[src/hw/rtl/aisbit_pkg.sv]
`timescale 1ns / 1ps
// ----------------------------------------------------------------------------
// aisbit_pkg
// Shared constants, operation codes and the controller command bundle.
// ----------------------------------------------------------------------------
package aisbit_pkg;

  // packet store geometry
  localparam int MAX_BITS    = 1024;
  localparam int STORE_BYTES = (MAX_BITS + 7) / 8;
  localparam int ADDR_W      = $clog2(STORE_BYTES);
  localparam int CNT_W       = $clog2(MAX_BITS + 1);

  // field widths
  localparam int OP_W      = 3;
  localparam int BYTE_W    = 8;
  localparam int FILL_W    = 8;
  localparam int POS_W     = 10;
  localparam int FCNT_W    = 6;
  localparam int FIELD_W   = 32;
  localparam int MIN_W     = 11;
  localparam int OCNT_W    = 11;
  localparam int CRC_W     = 16;
  localparam int MTYPE_W   = 6;
  localparam int RPT_W     = 2;
  localparam int SID_W     = 30;
  localparam int HDR_BITS  = MTYPE_W + RPT_W + SID_W;
  localparam int STEP_W    = 8;

  localparam int CMP_W = (CNT_W > MIN_W) ? CNT_W : MIN_W;
  localparam int LIM_W = ((CNT_W > POS_W) ? CNT_W : POS_W) + 2;

  // field read window: a 32-bit field at any bit offset fits in five bytes
  localparam int WIN_BYTES = (FIELD_W + 7 + 7) / 8;
  localparam int WIN_W     = WIN_BYTES * 8;

  localparam int IN_TDATA_W  = 32;
  localparam int OUT_TDATA_W = 104;

  // crc-16 x.25, reflected
  localparam logic [CRC_W-1:0] CRC_POLY  = 16'h8408;
  localparam logic [CRC_W-1:0] CRC_START = 16'hFFFF;
  localparam logic [CRC_W-1:0] CRC_GOOD  = 16'hF0B8;
  localparam int               CRC_BITS  = 16;

  localparam logic [MIN_W-1:0] MIN_GOOD_RESET = 11'd64;

  // operation codes
  localparam logic [OP_W-1:0] OP_ADD_BYTE = 3'd0;
  localparam logic [OP_W-1:0] OP_ADD_FILL = 3'd1;
  localparam logic [OP_W-1:0] OP_DISCARD  = 3'd2;
  localparam logic [OP_W-1:0] OP_READ     = 3'd3;
  localparam logic [OP_W-1:0] OP_CLEAR    = 3'd4;

  // register map (word index taken from paddr[2])
  localparam logic REG_MIN_GOOD = 1'b0;

  typedef struct packed {
    logic       capture;       // latch input transaction fields
    logic       discard;       // drop trailing crc bits
    logic       clear;         // empty the packet
    logic       load_partial;  // latch current byte from store
    logic       put;           // append one bit
    logic       crc_en;        // advance crc with the same step
    logic       zero_fill;     // appended bit is zero
    logic       rd_field;      // store read address from field position
    logic       win_load;      // shift read byte into window
    logic       extract;       // form field value from window
    logic       load_result;   // capture result transaction
    logic [2:0] idx;           // bit or byte index of the step
  } aisbit_cmd_t;

endpackage

[src/hw/rtl/aisbit_ram.sv]
`timescale 1ns / 1ps
// ----------------------------------------------------------------------------
// aisbit_ram
// Generic single-write, single-read RAM with registered read data.
// ----------------------------------------------------------------------------
module aisbit_ram #(
  parameter int WIDTH = 8,
  parameter int DEPTH = 128
) (
  input  logic                     clk,
  input  logic                     we,
  input  logic [$clog2(DEPTH)-1:0] waddr,
  input  logic [WIDTH-1:0]         wdata,
  input  logic [$clog2(DEPTH)-1:0] raddr,
  output logic [WIDTH-1:0]         rdata
);

  logic [WIDTH-1:0] mem [DEPTH];

  always_ff @(posedge clk) begin
    if (we) begin
      mem[waddr] <= wdata;
    end
    rdata <= mem[raddr];
  end

endmodule

[src/hw/rtl/aisbit_dp.sv]
`timescale 1ns / 1ps
// ----------------------------------------------------------------------------
// aisbit_dp
// Datapath: bit store, bit count, crc register, header shadow, field window.
// ----------------------------------------------------------------------------
module aisbit_dp (
  input  logic                                clk,
  input  logic                                rst,
  input  aisbit_pkg::aisbit_cmd_t             cmd,
  input  logic [aisbit_pkg::BYTE_W-1:0]       in_byte,
  input  logic [aisbit_pkg::POS_W-1:0]        in_pos,
  input  logic [aisbit_pkg::FCNT_W-1:0]       in_cnt,
  input  logic [aisbit_pkg::MIN_W-1:0]        min_good_bits,
  output logic [aisbit_pkg::OUT_TDATA_W-1:0]  result_data
);

  localparam int CNT_W  = aisbit_pkg::CNT_W;
  localparam int ADDR_W = aisbit_pkg::ADDR_W;
  localparam int CMP_W  = aisbit_pkg::CMP_W;
  localparam int LIM_W  = aisbit_pkg::LIM_W;
  localparam int POS_W  = aisbit_pkg::POS_W;
  localparam int FW     = aisbit_pkg::FIELD_W;
  localparam int WIN_W  = aisbit_pkg::WIN_W;
  localparam int HB     = aisbit_pkg::HDR_BITS;
  localparam int MT_W   = aisbit_pkg::MTYPE_W;
  localparam int RP_W   = aisbit_pkg::RPT_W;
  localparam int SID_W  = aisbit_pkg::SID_W;
  localparam int PAD_W  = aisbit_pkg::OUT_TDATA_W - (aisbit_pkg::OCNT_W + aisbit_pkg::CRC_W
                          + 2 + FW + MT_W + RP_W + SID_W + 1);

  // captured transaction fields
  logic [7:0]                      byte_r;
  logic [POS_W-1:0]                pos_r;
  logic [aisbit_pkg::FCNT_W-1:0]   cnt_r;

  // packet state
  logic [CNT_W-1:0]                stored_bits;
  logic [aisbit_pkg::CRC_W-1:0]    crc;
  logic                            overflow;
  logic [HB-1:0]                   hdr;
  logic [7:0]                      partial;
  logic [WIN_W-1:0]                window;
  logic [FW-1:0]                   field_r;
  logic [aisbit_pkg::OUT_TDATA_W-1:0] result_r;

  // RAM port
  logic              we;
  logic [ADDR_W-1:0] waddr;
  logic [ADDR_W-1:0] raddr;
  logic [7:0]        rdata;
  logic [7:0]        new_byte;

  logic                         full;
  logic                         put_val;
  logic                         crc_in;
  logic [aisbit_pkg::CRC_W-1:0] crc_step;
  logic [POS_W:0]               field_addr;

  logic [WIN_W-1:0]             shifted;
  logic signed [LIM_W-1:0]      lim;
  logic [FW-1:0]                rev;
  logic [FW-1:0]                field_next;

  logic [HB-1:0]                hv;
  logic [MT_W-1:0]              mtype;
  logic [RP_W-1:0]              rpt;
  logic [SID_W-1:0]             sid;
  logic                         too_short;
  logic                         crc_ok;

  aisbit_ram #(
    .WIDTH (8),
    .DEPTH (aisbit_pkg::STORE_BYTES)
  ) u_store (
    .clk   (clk),
    .we    (we),
    .waddr (waddr),
    .wdata (new_byte),
    .raddr (raddr),
    .rdata (rdata)
  );

  // bit append
  always_comb begin
    full    = (stored_bits >= CNT_W'(aisbit_pkg::MAX_BITS));
    put_val = !cmd.zero_fill && byte_r[cmd.idx];
    new_byte = partial;
    new_byte[stored_bits[2:0]] = put_val;
    we      = cmd.put && !full;
    waddr   = ADDR_W'(stored_bits >> 3);
    field_addr = (POS_W+1)'(pos_r >> 3) + (POS_W+1)'(cmd.idx);
    raddr   = cmd.rd_field ? field_addr[ADDR_W-1:0] : ADDR_W'(stored_bits >> 3);
    // crc takes the byte msb first
    crc_in  = byte_r[3'd7 - cmd.idx];
    crc_step = (crc_in ^ crc[0]) ? ((crc >> 1) ^ aisbit_pkg::CRC_POLY) : (crc >> 1);
  end

  // field extraction: bits at or past the count read zero
  always_comb begin
    shifted = window >> pos_r[2:0];
    lim = $signed(LIM_W'(stored_bits)) - $signed(LIM_W'(pos_r));
    for (int i = 0; i < FW; i++) begin
      rev[FW-1-i] = shifted[i] && (lim > $signed(LIM_W'(i)));
    end
    field_next = rev >> (6'(FW) - cnt_r);
  end

  // header fields from the shadow register
  always_comb begin
    for (int i = 0; i < HB; i++) begin
      hv[i] = hdr[i] && (stored_bits > CNT_W'(i));
    end
    for (int i = 0; i < MT_W; i++) begin
      mtype[MT_W-1-i] = hv[i];
    end
    for (int i = 0; i < RP_W; i++) begin
      rpt[RP_W-1-i] = hv[MT_W+i];
    end
    for (int i = 0; i < SID_W; i++) begin
      sid[SID_W-1-i] = hv[MT_W+RP_W+i];
    end
    too_short = CMP_W'(stored_bits) < CMP_W'(min_good_bits);
    crc_ok    = (crc == aisbit_pkg::CRC_GOOD);
  end

  always_ff @(posedge clk) begin
    if (rst) begin
      stored_bits <= '0;
      crc         <= aisbit_pkg::CRC_START;
      overflow    <= 1'b0;
    end else begin
      if (cmd.put) begin
        if (full) begin
          overflow <= 1'b1;
        end else begin
          stored_bits <= stored_bits + CNT_W'(1);
        end
        if (cmd.crc_en) begin
          crc <= crc_step;
        end
      end
      if (cmd.discard && crc != aisbit_pkg::CRC_START) begin
        stored_bits <= (stored_bits >= CNT_W'(aisbit_pkg::CRC_BITS))
                       ? stored_bits - CNT_W'(aisbit_pkg::CRC_BITS) : '0;
        crc <= aisbit_pkg::CRC_START;
      end
      if (cmd.clear) begin
        stored_bits <= '0;
        crc         <= aisbit_pkg::CRC_START;
        overflow    <= 1'b0;
      end
    end
  end

  always_ff @(posedge clk) begin
    if (cmd.capture) begin
      byte_r  <= in_byte;
      pos_r   <= in_pos;
      cnt_r   <= (in_cnt > 6'(FW)) ? 6'(FW) : in_cnt;
      field_r <= '0;
    end
    if (cmd.load_partial) begin
      partial <= rdata;
    end
    if (cmd.put && !full) begin
      partial <= (stored_bits[2:0] == 3'd7) ? 8'h00 : new_byte;
      if (stored_bits < CNT_W'(HB)) begin
        hdr[stored_bits[$clog2(HB)-1:0]] <= put_val;
      end
    end
    if (cmd.win_load) begin
      window <= {rdata, window[WIN_W-1:8]};
    end
    if (cmd.extract) begin
      field_r <= field_next;
    end
    if (cmd.load_result) begin
      result_r <= {PAD_W'(0), overflow, sid, rpt, mtype, field_r, too_short, crc_ok, crc,
                   aisbit_pkg::OCNT_W'(stored_bits)};
    end
  end

  assign result_data = result_r;

  a_count_bound: assert property (@(posedge clk) disable iff (rst)
    stored_bits <= CNT_W'(aisbit_pkg::MAX_BITS))
    else $error("bit count past capacity");

  a_clear: assert property (@(posedge clk) disable iff (rst)
    cmd.clear |=> (stored_bits == '0) && (crc == aisbit_pkg::CRC_START) && !overflow)
    else $error("clear left packet state");

  a_overflow: assert property (@(posedge clk) disable iff (rst)
    cmd.put && full |=> overflow)
    else $error("dropped bit not flagged");

endmodule

[src/hw/rtl/aisbit_ctrl.sv]
`timescale 1ns / 1ps
// ----------------------------------------------------------------------------
// aisbit_ctrl
// Controller: sequences bit steps, field reads and the result handshake.
// ----------------------------------------------------------------------------
module aisbit_ctrl (
  input  logic                            clk,
  input  logic                            rst,
  input  logic                            s_tvalid,
  output logic                            s_tready,
  input  logic [aisbit_pkg::OP_W-1:0]     op,
  input  logic [aisbit_pkg::FILL_W-1:0]   fill,
  output logic                            m_tvalid,
  input  logic                            m_tready,
  output aisbit_pkg::aisbit_cmd_t         cmd
);

  localparam int STEP_W = aisbit_pkg::STEP_W;

  localparam logic [2:0] S_IDLE   = 3'd0;
  localparam logic [2:0] S_RD_CUR = 3'd1;
  localparam logic [2:0] S_LOAD   = 3'd2;
  localparam logic [2:0] S_PUT    = 3'd3;
  localparam logic [2:0] S_FRD    = 3'd4;
  localparam logic [2:0] S_FLAST  = 3'd5;
  localparam logic [2:0] S_FEXT   = 3'd6;
  localparam logic [2:0] S_RESULT = 3'd7;

  logic [2:0]        state, state_next;
  logic [STEP_W-1:0] step, step_next;
  logic [STEP_W-1:0] limit, limit_next;
  logic              is_add, is_add_next;
  logic              out_valid, out_valid_next;

  always_comb begin
    state_next  = state;
    step_next   = step;
    limit_next  = limit;
    is_add_next = is_add;
    cmd         = '0;
    cmd.idx     = step[2:0];
    s_tready    = 1'b0;

    unique case (state)
      S_IDLE: begin
        s_tready = 1'b1;
        if (s_tvalid) begin
          cmd.capture = 1'b1;
          step_next   = '0;
          unique case (op)
            aisbit_pkg::OP_ADD_BYTE: begin
              limit_next  = STEP_W'(8);
              is_add_next = 1'b1;
              state_next  = S_RD_CUR;
            end
            aisbit_pkg::OP_ADD_FILL: begin
              limit_next  = fill;
              is_add_next = 1'b0;
              state_next  = (fill == '0) ? S_RESULT : S_RD_CUR;
            end
            aisbit_pkg::OP_DISCARD: begin
              cmd.discard = 1'b1;
              state_next  = S_RESULT;
            end
            aisbit_pkg::OP_READ: begin
              state_next = S_FRD;
            end
            aisbit_pkg::OP_CLEAR: begin
              cmd.clear  = 1'b1;
              state_next = S_RESULT;
            end
            default: begin
              state_next = S_RESULT;
            end
          endcase
        end
      end
      S_RD_CUR: begin
        state_next = S_LOAD;
      end
      S_LOAD: begin
        cmd.load_partial = 1'b1;
        state_next       = S_PUT;
      end
      S_PUT: begin
        cmd.put       = 1'b1;
        cmd.crc_en    = is_add;
        cmd.zero_fill = !is_add;
        step_next     = step + STEP_W'(1);
        if (step == limit - STEP_W'(1)) begin
          state_next = S_RESULT;
        end
      end
      S_FRD: begin
        // read data is registered, so it arrives in the cycle after its address
        cmd.rd_field = 1'b1;
        cmd.win_load = (step != '0);
        step_next    = step + STEP_W'(1);
        if (step == STEP_W'(aisbit_pkg::WIN_BYTES - 1)) begin
          state_next = S_FLAST;
        end
      end
      S_FLAST: begin
        cmd.win_load = 1'b1;
        state_next   = S_FEXT;
      end
      S_FEXT: begin
        cmd.extract = 1'b1;
        state_next  = S_RESULT;
      end
      S_RESULT: begin
        if (!out_valid || m_tready) begin
          cmd.load_result = 1'b1;
          state_next      = S_IDLE;
        end
      end
      default: begin
        state_next = S_IDLE;
      end
    endcase

    if (cmd.load_result) begin
      out_valid_next = 1'b1;
    end else if (m_tready) begin
      out_valid_next = 1'b0;
    end else begin
      out_valid_next = out_valid;
    end
  end

  always_ff @(posedge clk) begin
    if (rst) begin
      state     <= S_IDLE;
      step      <= '0;
      limit     <= '0;
      is_add    <= 1'b0;
      out_valid <= 1'b0;
    end else begin
      state     <= state_next;
      step      <= step_next;
      limit     <= limit_next;
      is_add    <= is_add_next;
      out_valid <= out_valid_next;
    end
  end

  assign m_tvalid = out_valid;

  a_accept_busy: assert property (@(posedge clk) disable iff (rst)
    s_tvalid && s_tready |=> state != S_IDLE)
    else $error("accepted transaction not processed");

  a_result_shown: assert property (@(posedge clk) disable iff (rst)
    cmd.load_result |=> m_tvalid)
    else $error("result loaded but not presented");

  a_put_range: assert property (@(posedge clk) disable iff (rst)
    state == S_PUT |-> step < limit)
    else $error("bit step past limit");

  a_frd_range: assert property (@(posedge clk) disable iff (rst)
    state == S_FRD |-> step < STEP_W'(aisbit_pkg::WIN_BYTES))
    else $error("field read past window");

endmodule

[src/hw/rtl/ais_packet_bit_assembler_crc_unit.sv]
`timescale 1ns / 1ps
// ----------------------------------------------------------------------------
// ais_packet_bit_assembler_crc_unit
// Packet bit assembler with HDLC / X.25 CRC-16 frame check, APB config.
// ----------------------------------------------------------------------------
//
// Channel   Dir  Handshake          Payload
// s_*       in   s_tvalid/s_tready  tuser operation, tdata operands
// m_*       out  m_tvalid/m_tready  status + field result, one per input
// apb       in   psel/penable       min_good_bits at byte address 0
//
// Steps per transaction (input accept to result load):
//   add byte   : read and load the partial byte, 8 bit-serial store+crc steps
//   add fill   : read and load the partial byte, one zero store step per fill bit;
//                straight to the result load when fill_count is 0
//   read field : 5 byte reads on the one store read port, last read data, extract
//   discard, clear, unknown op : straight to the result load
// One transaction is in work at a time; add byte is paced by its bit-serial
// store/crc steps. Result sits in an output register, so the next
// transaction is taken while it waits; only the result load stalls on m_tready.
// Reset: synchronous, active high; count 0, crc 0xFFFF, overflow 0,
// min_good_bits 64. Store contents are not cleared (reads are masked by count).
// ----------------------------------------------------------------------------
module ais_packet_bit_assembler_crc_unit (
  input  logic                                clk,
  input  logic                                rst,
  // input stream
  input  logic                                s_tvalid,
  output logic                                s_tready,
  // [7:0] data_byte, [15:8] fill_count, [25:16] field_pos, [31:26] field_count
  input  logic [aisbit_pkg::IN_TDATA_W-1:0]   s_tdata,
  // [2:0] operation
  input  logic [aisbit_pkg::OP_W-1:0]         s_tuser,
  // result stream
  output logic                                m_tvalid,
  input  logic                                m_tready,
  // [10:0] bit_count, [26:11] crc_value, [27] crc_ok, [28] too_short,
  // [60:29] field_value, [66:61] message_type, [68:67] repeat_indicator,
  // [98:69] station_id, [99] overflow, [103:100] zero
  output logic [aisbit_pkg::OUT_TDATA_W-1:0]  m_tdata,
  // configuration
  input  logic                                psel,
  input  logic                                penable,
  input  logic                                pwrite,
  input  logic [2:0]                          paddr,
  input  logic [31:0]                         pwdata,
  output logic [31:0]                         prdata,
  output logic                                pready
);

  localparam int MIN_W = aisbit_pkg::MIN_W;

  aisbit_pkg::aisbit_cmd_t cmd;
  logic [MIN_W-1:0]        min_good_bits;
  logic                    cfg_wr;

  // config register; a write lands on the access cycle
  assign pready = 1'b1;
  assign cfg_wr = psel && penable && pwrite && pready;

  always_ff @(posedge clk) begin
    if (rst) begin
      min_good_bits <= aisbit_pkg::MIN_GOOD_RESET;
    end else if (cfg_wr && paddr[2] == aisbit_pkg::REG_MIN_GOOD) begin
      min_good_bits <= pwdata[MIN_W-1:0];
    end
  end

  assign prdata = (paddr[2] == aisbit_pkg::REG_MIN_GOOD)
                  ? {(32 - MIN_W)'(0), min_good_bits} : 32'h0;

  aisbit_ctrl u_ctrl (
    .clk      (clk),
    .rst      (rst),
    .s_tvalid (s_tvalid),
    .s_tready (s_tready),
    .op       (s_tuser),
    .fill     (s_tdata[15:8]),
    .m_tvalid (m_tvalid),
    .m_tready (m_tready),
    .cmd      (cmd)
  );

  aisbit_dp u_dp (
    .clk           (clk),
    .rst           (rst),
    .cmd           (cmd),
    .in_byte       (s_tdata[7:0]),
    .in_pos        (s_tdata[25:16]),
    .in_cnt        (s_tdata[31:26]),
    .min_good_bits (min_good_bits),
    .result_data   (m_tdata)
  );

endmodule
[config.mk]
export PLATFORM = sky130hd
export DESIGN_NAME = ais_packet_bit_assembler_crc_unit
export DESIGN_NICKNAME = d
export VERILOG_FILES = /design/src/hw/rtl/aisbit_pkg.sv /design/src/hw/rtl/aisbit_ram.sv /design/src/hw/rtl/aisbit_dp.sv /design/src/hw/rtl/aisbit_ctrl.sv /design/src/hw/rtl/ais_packet_bit_assembler_crc_unit.sv
export SDC_FILE = /design/constraint.sdc
export NUM_CORES = 2
export LEC_CHECK = 0
export BUFFER_PORTS_ARGS = -buffer_cell sky130_fd_sc_hd__buf_2
export CORE_ASPECT_RATIO = 1.5
export CORE_MARGIN = 1.5
export CORE_UTILIZATION = 30
export DETAILED_ROUTE_END_ITERATION = 8
export PLACE_DENSITY = 0.48
export REMOVE_ABC_BUFFERS = 1
export SETUP_SLACK_MARGIN = 0.2
export SYNTH_ARGS = -nofsm -noshare
export SYNTH_HDL_FRONTEND = slang
export SYNTH_SLANG_ARGS = --single-unit
[constraint.sdc]
create_clock -name clk -period 8.7 [get_ports clk]
set_input_delay 0.435 -clock clk [delete_from_list [all_inputs] [get_ports clk]]
set_output_delay 0.435 -clock clk [all_outputs]
set_load 0.01 [all_outputs]
# ---- Word level (Yosys, flattened, before mapping)
# Memories as Yosys holds them, arrays and structs flattened. A register that Yosys moved wholly into a read port is not among the register bits.
# Index checks and enable logic that the tools add are counted.
dict set report word_totals {
  reg_bits 302
  ramBits 1024
  in_bits 77
  out_inout_bits 139
  elab_cells 285
  mem_count 1
}
# name words width read_ports rd_ports_with_merged_regs write_ports line
set mem_list {}
lappend mem_list {u_dp.u_store.mem 128 8 1 1 1 aisbit_ram.sv:18} ;# logic [WIDTH-1:0] mem [DEPTH];
dict set report classes {
  add_sub_neg 8
  magnitude_cmp 81
  n_eq_ne 21
  shift 2
  n_mux 49
  n_bitwise 3
  n_reduce_logical 103
}
# op count
set ops {}
lappend ops {{$gt 13x6->1 const B} 16}
lappend ops {{$gt 11x5->1 const B} 16}
lappend ops {{$gt 13x5->1 const B} 8}
lappend ops {{$gt 11x4->1 const B} 8}
lappend ops {{$logic_and 1x1->1} 78}
lappend ops {{$gt 11x6->1 const B} 6}
lappend ops {{$mux 32} 2}
lappend ops {{$mux 11} 5}
lappend ops {{$gt 13x4->1 const B} 4}
lappend ops {{$gt 11x3->1 const B} 4}
lappend ops {{$shr 40x3->32} 1}
lappend ops {{$bwmux 38} 1}
lappend ops {{$mux 8} 4}
lappend ops {{$pmux 8 s2} 2}
lappend ops {{$shr 32x6->32} 1}
lappend ops {{$gt 13x3->1 const B} 2}
lappend ops {{$mux 3} 8}
lappend ops {{$pmux 3 s8} 1}
lappend ops {{$gt 11x1->1 const B} 2}
lappend ops {{$gt 11x2->1 const B} 2}
lappend ops {{$eq 3x3->1 const B} 6}
lappend ops {{$eq 16x16->1 const B} 1}
lappend ops {{$mux 1} 16}
lappend ops {{$mux 16} 1}
lappend ops {{47 further kinds} 72}

# ---- Longest topological paths before layout
dict set report depth {
  depth_word 7
  ltp_mapped 18
  ltp_nobuf 14
}

# ---- Cells and area by module
# From an unflattened synthesis, not the netlist that was laid out.
dict set report hier_totals {
  hier_cells 3259
  hier_area_um2 56679.4
}
# mod instances cells_per_inst area_each_um2 seq_area_each_um2
set by_module_without_submodules {}
lappend by_module_without_submodules {aisbit_ram 1 1635 39665.5 30909.6}
lappend by_module_without_submodules {aisbit_dp 1 1349 14836.7 7827.5}
lappend by_module_without_submodules {aisbit_ctrl 1 191 1425.1 420.4}
lappend by_module_without_submodules {ais_packet_bit_assembler_crc_unit 1 84 752.0 220.2}

# ---- Least setup slack after synthesis
# OpenSTA, ideal clock, no wires.
dict set report synth_path {
  path_kind {reg2reg}
  startpoint {register u_ctrl.step[0]}
  endpoint {memory u_dp.u_store.mem[0][7] (data pin)}
  setup_ns 1.211
  arrival_time_ns 6.408
  t_required_ns 7.489
  slack_ns 1.082
  stages_incl_launch_ff 6
  path_buffers 1
  period_less_slack_ns 7.618
  cell_sequence {dfxtp_1 -> clkbuf_1 -> mux4_2 -> nand2b_1 -> o221ai_1 -> o21ai_0}
}
dict set report synth_via {
  elab_chain_len 4
}
# item line
set synth_rtl {}
lappend synth_rtl {{start: declaration} aisbit_ctrl.sv:30} ;# logic [STEP_W-1:0] step, step_next;
lappend synth_rtl {{start signal: assignment} aisbit_ctrl.sv:140} ;# step <= step_next;
lappend synth_rtl {{$bmux 1 s3} aisbit_dp.sv:86} ;# put_val = !cmd.zero_fill && byte_r[cmd.idx];
lappend synth_rtl {{$mux 1 (not written as such)} aisbit_dp.sv:86}
lappend synth_rtl {{$logic_and 1x1->1} aisbit_dp.sv:86}
lappend synth_rtl {{$bwmux 8} aisbit_dp.sv:88} ;# new_byte[stored_bits[2:0]] = put_val;
lappend synth_rtl {{named net u_dp.new_byte[7]} aisbit_dp.sv:51} ;# logic [7:0] new_byte;
lappend synth_rtl {{end: declaration} aisbit_ram.sv:18}
# The timed path passes the listed nets, and every way through them passes these cells. The select of a mux whose other input is x is not followed.

# ---- Final worst setup path
dict set report layout_path {
  startpoint {register u_dp.pos_r[2]}
  endpoint {register u_dp.field_r[3] (data pin)}
}
dict set report layout_via {
  elab_chain_len 5
}
# item line
set layout_rtl {}
lappend layout_rtl {{start: declaration} aisbit_dp.sv:33} ;# logic [POS_W-1:0] pos_r;
lappend layout_rtl {{start signal: assignment} aisbit_dp.sv:158} ;# pos_r <= in_pos;
lappend layout_rtl {{$sub 11x10->12} aisbit_dp.sv:101} ;# lim = $signed(LIM_W'(stored_bits)) - $signed(LIM_W'(pos_r));
lappend layout_rtl {{$gt 13x6->1 (tied with other cells)} aisbit_dp.sv:103} ;# rev[FW-1-i] = shifted[i] && (lim > $signed(LIM_W'(i)));
lappend layout_rtl {{$logic_and 1x1->1} aisbit_dp.sv:103}
lappend layout_rtl {{$shr 32x6->32 (*)} aisbit_dp.sv:105} ;# field_next = rev >> (6'(FW) - cnt_r);
lappend layout_rtl {{$mux 32 (*)} aisbit_dp.sv:174} ;# if (cmd.extract) begin
lappend layout_rtl {{end signal: assignment} aisbit_dp.sv:175} ;# field_r <= field_next;
lappend layout_rtl {{end: declaration} aisbit_dp.sv:43} ;# logic [FW-1:0] field_r;
# Mark *: on every way between the ends. The rest lies on a longest branch, timed or not.
# A chain may end at the register's enable or synchronous reset.

==> run_results.csv <==
group,metric,value,unit
synth,synth_cell_types,88,
timing,slew_headroom,16.4,%
synth,syn_area,58300,µm²
floorplan,start_util,30.1,%
detailed_routing,vias,38948,
detailed_routing,vias_per_cell,5.06,
timing,hold_viol,0,
timing,setup_tns,0,ns
synth,synth_top_area_share,65.2,%
timing,post-route-period-util,67.2,%
min_path,hp-class,"in -> reg",
detailed_routing,drtIter0Drc,2923,
power_and_ir_drop,leakagePower,22.6,nW
grt,grt.total_usage,17.1,%
detailed_routing,ant_nets,0,
critical_path,cp_max_fo,33,
place,port-buffer-count,166,
final_layout,nets,5107,
grt,grt_max_degree,163,
detailed_routing,wire_per_inst,22.3,µm
clock_network,clk_pin_slew,0.06,ns
floorplan,row_count,198,
place,place_inst,7411,
final_layout,area_delta_synth_final,14.8,%
power_and_ir_drop,pwr_density_cell,277,nW/µm²
clock_network,cts_tree,"built",
critical_path,rrSetupSlack,2.86,ns
critical_path,end_kind,"flop",
timing,skew,0.0261,ns
synth,async_flop_share,0,%
synth,syn-instance-count,4889,
place,place_congestion,0.919,
grt,grt_pass1_vias,38283,
detailed_routing,drc,0,
grt,antenna_found_initial,1,
final_layout,instances_no_fill,7693,
clock_network,htreeDepth,4,
synth,synth_top_cell_by_area,"edfxtp_1",
synth,yosys_warnings,0,
synth,synth-edff-count,1266,
critical_path,slowest_delay,0.75,ns
power_and_ir_drop,clockPowerShare,31.3,%
clock_network,cts_setup_buffers,0,
floorplan,dieArea,197000,µm²
floorplan,core,193000,µm²
detailed_routing,drt_first_pass_iters,6,
synth,yosysSeqAreaShare,67.5,%
clock_network,cts-buffers-inserted,132,
synth,synth_common_cells,"edfxtp_1, nand2_1, nand3_1",
critical_path,crit_slowest_cell,"o21ai_0",
power_and_ir_drop,peakVddDrop,251,µV
synth,synth_area_per_cell,11.9,µm²
power_and_ir_drop,power_switching,6.17,mW
floorplan,die_w,363,µm
synth,ys_ff_latch,1334,
critical_path,crit_family,"compound AO/OA/AOI/OAI gates",
timing,setup_violations,0,
critical_path,cp.required,9.22,ns
final_layout,layout-drive-gt1-share,10.9,%
critical_path,setup.worst_path.start_class,"flop",
grt,grt_pass1_wl,253000,µm
critical_path,worst_ep_arrival_time,6.36,ns
power_and_ir_drop,pwr-share-seq,42.8,%
run_status,status,"finished, final reports clean",
timing,max_freq,171,MHz
critical_path,crit_path_cell_trace,"buf_4 > clkinv_1 > ha_1 > a211oi_2 > o211a_1 > or3_1 > o211ai_2 > o21ai_1 > o21ai_0 > mux4_2 > nor2_1 > or4b_1",
timing,period_needed,5.84,ns
critical_path,critPathKind,"reg -> reg",
detailed_routing,drt-total-wl,172000,µm
timing,maxSlewViolCount,0,
synth,synthTopCellsByArea,"edfxtp_1, nand2_1, a311oi_1",
grt,grt-ovfl-total,0,
clock_network,cts_buffer_depth,3,
power_and_ir_drop,pwr-share-comb,25.9,%
critical_path,path_buf_inv,2,
clock_network,clkLatencyLatePin,0.80,ns
final_layout,fillers,18980,
synth,synth_most_common_cell,"edfxtp_1",
synth,ys.flop_type,"edfxtp_1",
power_and_ir_drop,p_sw_share,33.2,%
run,maxCapViolations,0,
place,dp_hpwl,105000,µm
floorplan,die_h,543,µm
floorplan,io_pins,216,
timing,tightest_slew,1.25,ns
timing,rsz0062_at_grt,"no",
clock_network,cts.sinks,1334,
clock_network,cts_root_buffer,"clkbuf_16",
power_and_ir_drop,internal_power,12.4,mW
-- cell type report --
class | count | area [µm²] | area share, %
Inverter | 45 | 169 | 0.252
Timing Repair Buffer | 314 | 2180 | 3.27
Clock inverter | 72 | 848 | 1.27
Tap cell | 2600 | 3250 | 4.86
Sequential cell | 1334 | 39400 | 58.9
Clock buffer | 162 | 3510 | 5.24
Antenna cell | 1 | 2.50 | 0.00374
Multi-Input combinational cell | 3165 | 17600 | 26.2
-- final timing paths --
| kind | from | end | cells after the start |
|---|---|---|---|
| hold / removal | s_tdata[11] | u_ctrl.limit[3] | 3 |
| setup reg to reg | u_dp.pos_r[2] | u_dp.field_r[3] | 12 |
| setup / recovery | u_dp.pos_r[2] | u_dp.field_r[3] | 12 |
| hold reg to reg | u_dp.field_r[9] | u_dp.result_data[38] | 0 |
-- kinds of logic after synthesis --
group,count (synthesis),synth area share [%]
AO/OA/AOI/OAI,785,9.68
XOR/XNOR,37,0.569
adder cells (fa/ha/maj),38,0.841
buffers and inverters,414,2.94
flip-flops,1334,67.5
multiplexers,90,2.38
other,2,0.0129
AND/OR/NAND/NOR,2189,16.0
-- sequential cells by signal, indices dropped and copies added (netlist names) --
signal and cells:
min_good_bits 11, u_ctrl.is_add 1, u_ctrl.limit 8, u_ctrl.m_tvalid 1, u_ctrl.state 3, u_ctrl.step 8, u_dp.byte_r 8, u_dp.cnt_r 6
u_dp.crc 16, u_dp.field_r 32, u_dp.hdr 38, u_dp.overflow 1, u_dp.partial 8, u_dp.pos_r 10, u_dp.result_data 100, u_dp.stored_bits 11
u_dp.u_store.mem 1024, u_dp.u_store.rdata 8, u_dp.window 40
-- worst reg2reg max path, stage by stage, from the launching register on --
cell and delay [ns]:
edfxtp_1 0.33, buf_4 0.36, clkinv_1 0.61, ha_1 0.65, a211oi_2 0.14, o211a_1 0.31
or3_1 0.42, o211ai_2 0.50, o21ai_1 0.45, o21ai_0 0.75, mux4_2 0.50, nor2_1 0.07
or4b_1 0.51
-- stage by stage --
stage,power [mW],hold WS [ns],area [µm²],utilization (%),setup WS [ns]
finish,18.6,0.0536,66900,34.6,2.86
global route,19.3,0.0747,66900,34.6,2.54
CTS,18.8,0.00669,66900,34.6,2.85
detailed placement,12.9,0.405,62100,32.1,2.88
global placement,12.9,0.402,62100,32.1,2.98
floorplan,11.7,0.400,56800,-,-9.43
-- power by group through the flow --
stage                     combinational (mW)  sequential, mW  clock, mW
final                                   4.82            7.94       5.81
after global routing                    5.21            7.96       6.17
after CTS                               4.89            7.94       5.95
after detailed placement                4.86            8.08          0
after global placement                  4.81            8.07          0
after floorplan                         3.39            8.28          0
-- layer usage --
layer  vias up  routed length [µm]  GRT usage (%)
met5         -                   0              0
met4         0                8340           8.42
met3       339                7600           2.44
met2      1141               88600           30.7
met1     19205               67100           19.7
li1      18263                   -              -
-- cell usage in the layout (no fill, tap or decap), types with 21 or more instances in the layout --
cell,count
conb_1,26
dlygate4sd3_1,47
nand2_1,1247
mux4_2,38
a21oi_1,145
edfxtp_1,1266
clkbuf_16,134
clkinv_1,23
nor2b_1,21
xnor2_1,22
nor2_1,313
mux2i_1,39
a21o_1,25
a31oi_1,82
a211oi_1,80
clkbuf_1,23
dfxtp_1,67
a311oi_1,199
nor3_1,33
ha_1,36
and3_1,137
buf_4,91
o21ai_0,67
nand3_1,347
buf_2,166
inv_1,44
o211ai_1,27
-- timing repair --
item	in CTS	in global routing
hold buffers	47	0
gates resized for setup	0	0
hold endpoints to repair	45	0
No activity file was read; power rests on OpenSTA's default activity.
